===== src/rtl/uart8n1_pkg.sv =====
// ----------------------------------------------------------------------------
// uart8n1_pkg
// Shared types and constants for the 8N1 UART transmit/receive unit.
// ----------------------------------------------------------------------------
package uart8n1_pkg;

   // bit timer
   localparam int unsigned TICK_W    = 16;
   localparam int unsigned RX_TICK_W = 17;

   localparam logic [TICK_W-1:0] BIT_TICKS_RESET = 16'd1667;
   localparam logic [TICK_W-1:0] BIT_TICKS_MIN   = 16'd4;

   // stream payload widths
   localparam int unsigned REQ_TDATA_W = 16;
   localparam int unsigned RSP_TDATA_W = 16;
   localparam int unsigned BYTE_W      = 8;

   // transmit phase codes; data bits follow start, stop bit is last
   localparam int unsigned TX_PHASE_W = 4;
   localparam logic [TX_PHASE_W-1:0] TX_PHASE_IDLE  = 4'd0;
   localparam logic [TX_PHASE_W-1:0] TX_PHASE_START = 4'd1;
   localparam logic [TX_PHASE_W-1:0] TX_PHASE_DATA0 = 4'd2;

   // receive phase
   typedef enum logic [1:0] {
      RX_IDLE = 2'd0,
      RX_RECV = 2'd1,
      RX_WAIT = 2'd2
   } rx_phase_type;

endpackage


===== src/rtl/uart_8n1_tx_rx_unit.sv =====
// ----------------------------------------------------------------------------
// uart_8n1_tx_rx_unit
// Bit-timed 8N1 UART transmitter and receiver, one stream item per bit-timer
// tick.
// ----------------------------------------------------------------------------
// Each accepted req item is one tick of the bit timer. The unit takes one item
// every clock cycle while the rsp side is not stalled and returns exactly one
// rsp item per req item, in the cycle after acceptance, from the single result
// register; a stalled rsp side thus also holds off req (req is taken whenever
// the result register is empty or being drained in the same cycle).
// Transmit: a req with tuser set while the transmitter is idle starts a frame
// (low start bit, DATA_BITS data bits LSB first, high stop bit), each bit
// csr_wr_data ticks long; the requesting tick is already the first start-bit
// tick. Requests while busy are dropped. Receive: a low rx_line while idle is
// the start edge; bits are sampled 1.5, 2.5, ... bit periods later, the byte
// is reported with rx_done for one tick, then the receiver waits for a high
// line. No framing check. Bit periods below 4 ticks behave as 4 ticks.
// ----------------------------------------------------------------------------
module uart_8n1_tx_rx_unit #(
   parameter int unsigned DATA_BITS = 8   // 5..8
) (
   input  logic                                  clock,
   input  logic                                  reset,

   // req_tdata: [7:0] tx_byte, [8] rx_line, [15:9] zero
   // req_tuser: action (1 = request transmit of tx_byte)
   input  logic                                  req_tvalid,
   output logic                                  req_tready,
   input  logic [uart8n1_pkg::REQ_TDATA_W-1:0]   req_tdata,
   input  logic                                  req_tuser,

   // rsp_tdata: [0] tx_line, [1] tx_busy, [9:2] rx_byte, [10] rx_done,
   //            [15:11] zero
   output logic                                  rsp_tvalid,
   input  logic                                  rsp_tready,
   output logic [uart8n1_pkg::RSP_TDATA_W-1:0]   rsp_tdata,

   // bit_ticks register
   input  logic                                  csr_wr_en,
   input  logic [uart8n1_pkg::TICK_W-1:0]        csr_wr_data
);
   import uart8n1_pkg::*;

   localparam logic [TX_PHASE_W-1:0] TX_LAST_DATA = TX_PHASE_W'(DATA_BITS + 1);
   localparam logic [TX_PHASE_W-1:0] TX_STOP      = TX_PHASE_W'(DATA_BITS + 2);
   localparam logic [3:0]            RX_NBITS     = 4'(DATA_BITS);

   // configuration
   logic [TICK_W-1:0]     bit_ticks_ff;

   // transmitter state
   logic [DATA_BITS-1:0]  tx_shift_ff,   tx_shift_in;
   logic [TX_PHASE_W-1:0] tx_phase_ff,   tx_phase_in;
   logic [TICK_W-1:0]     tx_count_ff,   tx_count_in;

   // receiver state
   rx_phase_type          rx_phase_ff,   rx_phase_in;
   logic [3:0]            rx_bits_ff,    rx_bits_in;
   logic [RX_TICK_W-1:0]  rx_count_ff,   rx_count_in;
   logic [DATA_BITS-1:0]  rx_shift_ff,   rx_shift_in;
   logic [BYTE_W-1:0]     rx_hold_ff,    rx_hold_in;

   // result register
   logic                  rsp_valid_ff;
   logic [RSP_TDATA_W-1:0] rsp_data_ff,  rsp_data_in;

   // per-item working signals
   logic                  accept;
   logic                  action;
   logic [BYTE_W-1:0]     tx_byte;
   logic                  rx_line;
   logic [TICK_W-1:0]     period;
   logic [TICK_W-1:0]     tx_count_inc;
   logic [RX_TICK_W-1:0]  rx_target;
   logic [RX_TICK_W-1:0]  rx_count_inc;
   logic [3:0]            rx_bits_inc;
   logic                  rx_done;
   logic                  tx_line;

   assign action  = req_tuser;
   assign tx_byte = req_tdata[BYTE_W-1:0];
   assign rx_line = req_tdata[BYTE_W];

   assign req_tready = !rsp_valid_ff || rsp_tready;
   assign accept     = req_tvalid && req_tready;

   assign period = (bit_ticks_ff < BIT_TICKS_MIN) ? BIT_TICKS_MIN : bit_ticks_ff;

   // transmitter: count ticks in the current bit, step phase at period
   assign tx_count_inc = tx_count_ff + 1'b1;

   always_comb begin
      tx_shift_in = tx_shift_ff;
      tx_phase_in = tx_phase_ff;
      tx_count_in = tx_count_ff;
      if (tx_phase_ff == TX_PHASE_IDLE) begin
         if (action) begin
            tx_shift_in = tx_byte[DATA_BITS-1:0];
            tx_phase_in = TX_PHASE_START;
            tx_count_in = '0;
         end
      end else if (tx_count_inc >= period) begin
         tx_count_in = '0;
         if (tx_phase_ff >= TX_PHASE_DATA0 && tx_phase_ff <= TX_LAST_DATA) begin
            tx_shift_in = tx_shift_ff >> 1;
         end
         tx_phase_in = (tx_phase_ff >= TX_STOP) ? TX_PHASE_IDLE
                                                 : tx_phase_ff + 1'b1;
      end else begin
         tx_count_in = tx_count_inc;
      end
   end

   // line level after this tick's update
   always_comb begin
      if (tx_phase_in == TX_PHASE_IDLE || tx_phase_in > TX_LAST_DATA) begin
         tx_line = 1'b1;
      end else if (tx_phase_in == TX_PHASE_START) begin
         tx_line = 1'b0;
      end else begin
         tx_line = tx_shift_in[0];
      end
   end

   // receiver: first sample waits 1.5 periods, later ones one period
   assign rx_target    = (rx_bits_ff == '0)
                         ? {1'b0, period} + RX_TICK_W'(period >> 1)
                         : {1'b0, period};
   assign rx_count_inc = rx_count_ff + 1'b1;
   assign rx_bits_inc  = rx_bits_ff + 1'b1;

   always_comb begin
      rx_phase_in = rx_phase_ff;
      rx_bits_in  = rx_bits_ff;
      rx_count_in = rx_count_ff;
      rx_shift_in = rx_shift_ff;
      rx_hold_in  = rx_hold_ff;
      rx_done     = 1'b0;
      case (rx_phase_ff)
         RX_IDLE: begin
            if (!rx_line) begin
               rx_phase_in = RX_RECV;
               rx_count_in = '0;
               rx_bits_in  = '0;
            end
         end
         RX_RECV: begin
            if (rx_count_inc < rx_target) begin
               rx_count_in = rx_count_inc;
            end else begin
               rx_count_in = '0;
               rx_shift_in = {rx_line, rx_shift_ff[DATA_BITS-1:1]};
               rx_bits_in  = rx_bits_inc;
               if (rx_bits_inc >= RX_NBITS) begin
                  rx_hold_in  = BYTE_W'(rx_shift_in);
                  rx_bits_in  = '0;
                  rx_phase_in = RX_WAIT;
                  rx_done     = 1'b1;
               end
            end
         end
         default: begin
            // waiting for the line to return high
            if (rx_line) begin
               rx_phase_in = RX_IDLE;
            end
         end
      endcase
   end

   assign rsp_data_in = {5'b0, rx_done, rx_hold_in, (tx_phase_in != TX_PHASE_IDLE),
                         tx_line};

   always_ff @(posedge clock) begin
      if (reset) begin
         bit_ticks_ff <= BIT_TICKS_RESET;
         tx_shift_ff  <= '0;
         tx_phase_ff  <= TX_PHASE_IDLE;
         tx_count_ff  <= '0;
         rx_phase_ff  <= RX_IDLE;
         rx_bits_ff   <= '0;
         rx_count_ff  <= '0;
         rx_shift_ff  <= '0;
         rx_hold_ff   <= '0;
         rsp_valid_ff <= 1'b0;
      end else begin
         if (csr_wr_en) begin
            bit_ticks_ff <= csr_wr_data;
         end
         if (accept) begin
            tx_shift_ff  <= tx_shift_in;
            tx_phase_ff  <= tx_phase_in;
            tx_count_ff  <= tx_count_in;
            rx_phase_ff  <= rx_phase_in;
            rx_bits_ff   <= rx_bits_in;
            rx_count_ff  <= rx_count_in;
            rx_shift_ff  <= rx_shift_in;
            rx_hold_ff   <= rx_hold_in;
            rsp_valid_ff <= 1'b1;
         end else if (rsp_tready) begin
            rsp_valid_ff <= 1'b0;
         end
      end
   end

   // result payload, no reset needed
   always_ff @(posedge clock) begin
      if (accept) begin
         rsp_data_ff <= rsp_data_in;
      end
   end

   assign rsp_tvalid = rsp_valid_ff;
   assign rsp_tdata  = rsp_data_ff;

endmodule


===== config.mk =====
export PLATFORM = sky130hd
export DESIGN_NAME = uart_8n1_tx_rx_unit
export DESIGN_NICKNAME = d
export VERILOG_FILES = /design/src/rtl/uart8n1_pkg.sv /design/src/rtl/uart_8n1_tx_rx_unit.sv
export SDC_FILE = /design/constraint.sdc
export NUM_CORES = 1
export LEC_CHECK = 0
export ABC_CLOCK_PERIOD_IN_PS = 15500
export BUFFER_PORTS_ARGS = -buffer_cell sky130_fd_sc_hd__buf_2
export CORE_MARGIN = 4
export CORE_UTILIZATION = 45
export CTS_BUF_LIST = sky130_fd_sc_hd__clkbuf_4
export CTS_CLUSTER_SIZE = 25
export DETAILED_ROUTE_END_ITERATION = 10
export PLACE_DENSITY = 0.62
export SYNTH_ARGS = -nofsm -noshare
export SYNTH_HDL_FRONTEND = slang
export SYNTH_SLANG_ARGS = --single-unit

===== constraint.sdc =====
create_clock -name clock -period 15.5 [get_ports clock]
set_input_delay 0.775 -clock clock [delete_from_list [all_inputs] [get_ports clock]]
set_output_delay 0.775 -clock clock [all_outputs]
set_load 0.01 [all_outputs]

# Word-level counts from Yosys, hierarchy flattened
# Cells that the tools add are included.
# classes
addsub	5
order_cmp	8
n_eq_ne	6
n_mux	32
n_bitwise	2
reduce_logical	22
# ops
op	count
16-bit 2-to-1 mux	4
8-bit 2-to-1 mux	7
17-bit 2-to-1 mux	3
17-bit case mux with 2 select lines	1
4-bit 2-to-1 mux	7
16-bit by 15-bit adder with 17-bit output	1
17-bit by 1-bit adder with 17-bit output, second input constant	1
17-bit less-than comparator	1
16-bit by 1-bit adder with 16-bit output, second input constant	1
16-bit >= comparator	1
16-bit by 3-bit less-than comparator with 1-bit output, second input constant	1
4-bit logical NOT	3
4-bit by 1-bit adder with 4-bit output, second input constant	2
4-bit >= comparator, second input constant	2
2-bit 2-to-1 mux	4
2-bit inequality test, second input constant	4
4-bit case mux with 2 select lines	1
4-bit AND reduction	2
2-bit nonzero test	4
3-bit AND reduction	2
5-bit AND reduction	1
4-bit by 1-bit == test with 1-bit output, second input constant	1
4-bit by 2-bit >= comparator with 1-bit output, second input constant	1
4-bit greater-than comparator, second input constant	1
13 further kinds	19
# word_totals
ff_bits	95
output_inout_bits	18

# Longest topological paths before layout
# depth
ltp_word	7
ltp_mapped	28
ltp_nobuf	26

# Worst setup path before layout
# OpenSTA, ideal clock, no wires.
# synth_timing
path_type	register to register
startpoint	reg bit_ticks_ff[14]
endpoint	reg rx_count_ff[14]
arrival_time_ns	5.065
setup_slack_ns	10.347
stages_incl_launch_ff	27
n_path_buf	2
cell_sequence	dfxtp_1 -> inv_1 -> ha_1 -> nor4b_1 -> nand4_1 -> nand2_1 -> inv_1 -> ha_1 -> inv_1 -> fa_1 -> nor2b_1 -> o21ai_0 -> a21boi_0 -> o2111ai_1 -> a21boi_0 -> o31a_1 -> o2111ai_1 -> nor3b_1 -> ha_1 -> a21o_1 -> a211o_1 -> a311o_2 -> a211oi_4 -> buf_6 -> buf_8 -> a21oi_2 -> a311oi_2
# synth_between
elab_chain_cells	7
# synth_rtl
item	line_no	source
start: declaration	uart_8n1_tx_rx_unit.sv:49	logic [TICK_W-1:0] bit_ticks_ff;
start signal: assignment	uart_8n1_tx_rx_unit.sv:188	bit_ticks_ff <= csr_wr_data;
16-bit by 3-bit less-than comparator with 1-bit output	uart_8n1_tx_rx_unit.sv:87	assign period = (bit_ticks_ff < BIT_TICKS_MIN) ? BIT_TICKS_MIN : bit_ticks_ff;
16-bit 2-to-1 mux (*)	uart_8n1_tx_rx_unit.sv:87	
16-bit by 15-bit adder with 17-bit output	uart_8n1_tx_rx_unit.sv:127	? {1'b0, period} + RX_TICK_W'(period >> 1)
17-bit 2-to-1 mux (*)	uart_8n1_tx_rx_unit.sv:127	
17-bit less-than comparator (*)	uart_8n1_tx_rx_unit.sv:148	if (rx_count_inc < rx_target) begin
17-bit 2-to-1 mux (*)	uart_8n1_tx_rx_unit.sv:148	
17-bit case mux with 2 select lines (*)	uart_8n1_tx_rx_unit.sv:139	case (rx_phase_ff)
end signal: assignment	uart_8n1_tx_rx_unit.sv:196	rx_count_ff <= rx_count_in;
end: declaration	uart_8n1_tx_rx_unit.sv:59	logic [RX_TICK_W-1:0] rx_count_ff, rx_count_in;
# Every way passes the cells marked *; elsewhere a longest branch is shown, timed or not.
# A chain may end at the register's enable or synchronous reset.

# Final worst setup path
# layout_timing
startpoint	reg bit_ticks_ff[14]
endpoint	reg rx_count_ff[7]
# Same word-level chain as after synthesis.

==> flow_metrics.py <==
metrics = {
    "timing": {
        "final-hold-violation-count": 0,
        "rsz0062_at_grt": "false",
        "tns_ns": 0,
        "tightestPinTransition_ns": 1.06,
        "min_period_ns": 6.64,
        "fin_crit_sh_pct": 42.9,
        "max-slew-margin-rel_pct": 29.2,
        "fmax_ghz": 0.151,
        "fin_skew_ns": 0.0171,
        "slew_violations": 0,
        "setup_viol": 0,
    },
    "clock_tree": {
        "cts-resized-gates": 0,
        "tritoncts": "built",
        "cts.sinks": 94,
        "cts_hold_buf": 0,
        "root_buffer": "clkbuf_4",
        "path_clk_slew_ns": 0.17,
        "cts.path.max_buffers": 2,
        "h-tree-depth": 3,
        "clock_latency_ns": 0.49,
        "cts_buffers": 9,
        "cts_setup_buffers": 0,
    },
    "power_and_ir_drop": {
        "irDropWorstVdd_v": 0.0000758,
        "swShare_pct": 34.1,
        "p_comb_share_pct": 21.0,
        "intPower_uw": 334,
        "power.switching_uw": 173,
        "p_per_area_nw_per_um2": 77.3,
        "p_seq_share_pct": 51.6,
        "leakage_nw": 2.99,
        "power_frac_clock_pct": 27.4,
    },
    "worst_setup_path": {
        "rr_endpoint": "rx_count_ff[7]$_SDFFE_PP0P_",
        "worst_ep_required_time_ns": 15.91,
        "reg2regPathDepth": 24,
        "ff2ff_setup_slack_ns": 8.86,
        "end_kind": "flip-flop",
        "cp.arrival_ns": 7.05,
        "path_class": "reg2reg",
        "r2r_start": "bit_ticks_ff[14]$_SDFFE_PP0P_",
        "critPathLaunchType": "flip-flop",
        "path_max_fanout": 25,
    },
    "hold_path": {
        "hp-start": "tx_shift_ff[7]$_SDFFE_PP0P_",
        "min_path_cells": 2,
        "hp-class": "reg2reg",
        "whs_endpoint": "tx_shift_ff[7]$_SDFFE_PP0P_",
    },
    "yosys": {
        "synthArstFlopShare_pct": 0,
        "synth_edf_count": 11,
        "ys_seq_elements": 94,
        "synthAdderAreaFrac_pct": 12.1,
        "ys_top_cells_by_count": "nor2_1 (86), dfxtp_1 (83), a21oi_1 (58), ha_1 (58), nand2_1 (36)",
        "netlist_instances": 727,
        "synthesis.area_um2": 6160,
        "synth_top_family_by_area": "simple AND/OR/NAND/NOR gates",
        "synth_xor_area_share_pct": 5.40,
        "synth_compound_area_share_pct": 18.4,
        "ys_warn_count": 0,
        "synth_top_cell_area_share_pct": 27.0,
        "synth_mux_area_share_pct": 6.52,
        "synth_ff_type": "dfxtp_1",
        "yosysTopAreaCell": "dfxtp_1",
        "synth.most_common_cell": "nor2_1",
        "syn_area_per_cell_um2": 8.48,
        "synth_cell_types": 68,
        "synth-simple-area-share_pct": 20.1,
        "synth_seq_area_share_pct": 32.3,
        "synthTopCellsByArea": "dfxtp_1 (27%), ha_1 (12%), edfxtp_1 (5.4%), nor2_1 (5.2%), mux2i_1 (4.9%)",
    },
    "placed_design": {
        "dpl_cell_area_um2": 6430,
        "dp.cells": 909,
        "gp_congestion": 0.888,
        "dp_hpwl_mm": 9.97,
        "portBuffers": 43,
    },
    "outcome": {
        "status": "completed",
    },
    "global_routing": {
        "grtUsageTotal_pct": 18.0,
        "grt_pass1_vias": 5152,
        "antenna_found_initial": 1,
        "grt_overflow": 0,
        "grt_max_degree": 79,
        "grt_pass1_wl_mm": 23.8,
    },
    "floorplanning": {
        "core_area_um2": 13300,
        "fp.dieH_um": 125,
        "rows": 42,
        "dieArea_um2": 15600,
        "die_w_um": 125,
        "ios": 56,
        "initial_utilization_pct": 46.2,
    },
    "route": {
        "ant_nets": 0,
        "dr.first_iter.drc_count": 289,
        "routed_wirelength_mm": 14.1,
        "vias": 5325,
        "dr.pass1.iters": 5,
        "wire_per_inst_um": 15.2,
        "drc": 0,
        "via_per_inst": 5.75,
    },
    "finish": {
        "final_nets": 841,
        "drive_above_1_share_pct": 10.5,
        "final-seq-area_um2": 1990,
        "syn_to_final_growth_pct": 6.64,
        "layout.cells.non_filler": 926,
        "multi_input_area_um2": 3870,
        "n_fill_cell": 1316,
        "final_area_um2": 6570,
    },
    "run": {
        "drv_cap": 0,
    },
}
==> registers in the layout (all words and copies together), names as in the netlist <==
signal        flops
rx_phase_ff       2
tx_count_ff      16
rx_shift_ff       7
rx_hold_ff        8
rx_count_ff      17
tx_shift_ff       8
rsp_tdata        11
rsp_tvalid        1
rx_bits_ff        4
bit_ticks_ff     16
tx_phase_ff       4
==> layer usage <==
layer	GRT usage, %	wire [µm]	up-vias
met5	0	0	-
met4	6.51	226	0
met3	4.61	754	20
met2	29.4	6490	128
met1	23.1	6640	2522
li1	-	-	2655
==> power groups by stage <==
stage | logic, mW | clock network [mW] | registers (mW)
after detailed placement | 0.106 | 0 | 0.267
after CTS | 0.106 | 0.147 | 0.262
after floorplan | 0.0835 | 0 | 0.265
final | 0.107 | 0.139 | 0.262
after global routing | 0.121 | 0.153 | 0.264
after global placement | 0.103 | 0 | 0.267
==> worst max-delay path, cell delays in order, from the launching register on <==
cell and delay, ns:
dfxtp_1 0.43, inv_1 0.09, ha_1 0.23, nor4b_1 0.15, nand4_1 0.31, nand2_1 0.21
inv_1 0.15, ha_1 0.17, inv_1 0.06, fa_1 0.38, nor2b_1 0.14, o21ai_0 0.11
a21boi_0 0.42, o2111ai_1 0.19, a21boi_0 0.35, o31a_1 0.26, o2111ai_1 0.12, nor3b_1 0.20
ha_1 0.29, a21o_1 0.16, a211o_1 0.31, a311o_2 0.43, a211oi_4 0.85, or2b_1 0.30
a311oi_1 0.24
==> worst max-delay path by stage <==
stage,cells after the start,slack (ns),end,start
2_1_floorplan,26,10.35,rx_count_ff[14]$_SDFFE_PP0P_,bit_ticks_ff[14]$_SDFFE_PP0P_
3_3_place_gp,24,9.17,rx_count_ff[6]$_SDFFE_PP0P_,bit_ticks_ff[14]$_SDFFE_PP0P_
3_5_place_dp,24,8.96,rx_count_ff[6]$_SDFFE_PP0P_,bit_ticks_ff[14]$_SDFFE_PP0P_
4_1_cts,24,8.90,rx_count_ff[6]$_SDFFE_PP0P_,bit_ticks_ff[14]$_SDFFE_PP0P_
5_1_grt,24,8.17,rx_count_ff[5]$_SDFFE_PP0P_,bit_ticks_ff[14]$_SDFFE_PP0P_
6_report,24,8.86,rx_count_ff[7]$_SDFFE_PP0P_,bit_ticks_ff[14]$_SDFFE_PP0P_
==> metrics by stage <==
step | total power [mW] | setup WS [ns] | hold WS [ns] | utilization (%)
floorplan | 0.349 | 10.35 | 0.432 | -
global placement | 0.370 | 9.17 | 0.442 | 48.1
detailed placement | 0.373 | 8.96 | 0.443 | 48.1
CTS | 0.516 | 8.90 | 0.452 | 49.2
global route | 0.538 | 8.17 | 0.447 | 49.2
finish | 0.508 | 8.86 | 0.466 | 49.2
==> cell usage in the layout (no fill, tap or decap), types with 5 or more instances in the layout <==
cell type,instances
nor2_1,86
dfxtp_1,83
a21oi_1,58
ha_1,58
buf_2,43
nand2_1,36
inv_1,31
o21ai_0,31
mux2i_1,30
nor3_1,25
nand3_1,24
xnor2_1,21
xor2_1,17
and3_1,17
a22oi_1,14
nand2b_1,12
edfxtp_1,11
mux2_2,9
clkbuf_4,9
a21o_1,8
nand3b_1,8
nand4_1,7
o211ai_1,7
a311oi_1,7
nor2b_1,6
a221oi_1,6
o21a_1,5
or4_1,5
conb_1,5
==> logic make-up (layout without fill, tap and decap cells) <==
family | count (synthesis) | after routing
AO/OA/AOI/OAI | 173 | 173
XOR/XNOR | 38 | 38
adder cells (fa/ha/maj) | 59 | 59
buffers and inverters | 74 | 92
flip-flops | 94 | 94
multiplexers | 39 | 39
other | 1 | 6
AND/OR/NAND/NOR | 249 | 249
==> area by class of cell <==
| type | instances | area share, % |
|---|---|---|
| repair buffers | 45 | 3.50 |
| flip-flops and latches | 94 | 30.3 |
| clock inverters | 7 | 1.07 |
| well taps | 176 | 3.35 |
| multi-input cells | 563 | 58.9 |
| clock buffers | 9 | 1.03 |
| inverters | 31 | 1.77 |
| diodes | 1 | 0.0381 |
(Power assumes the default switching activity.)
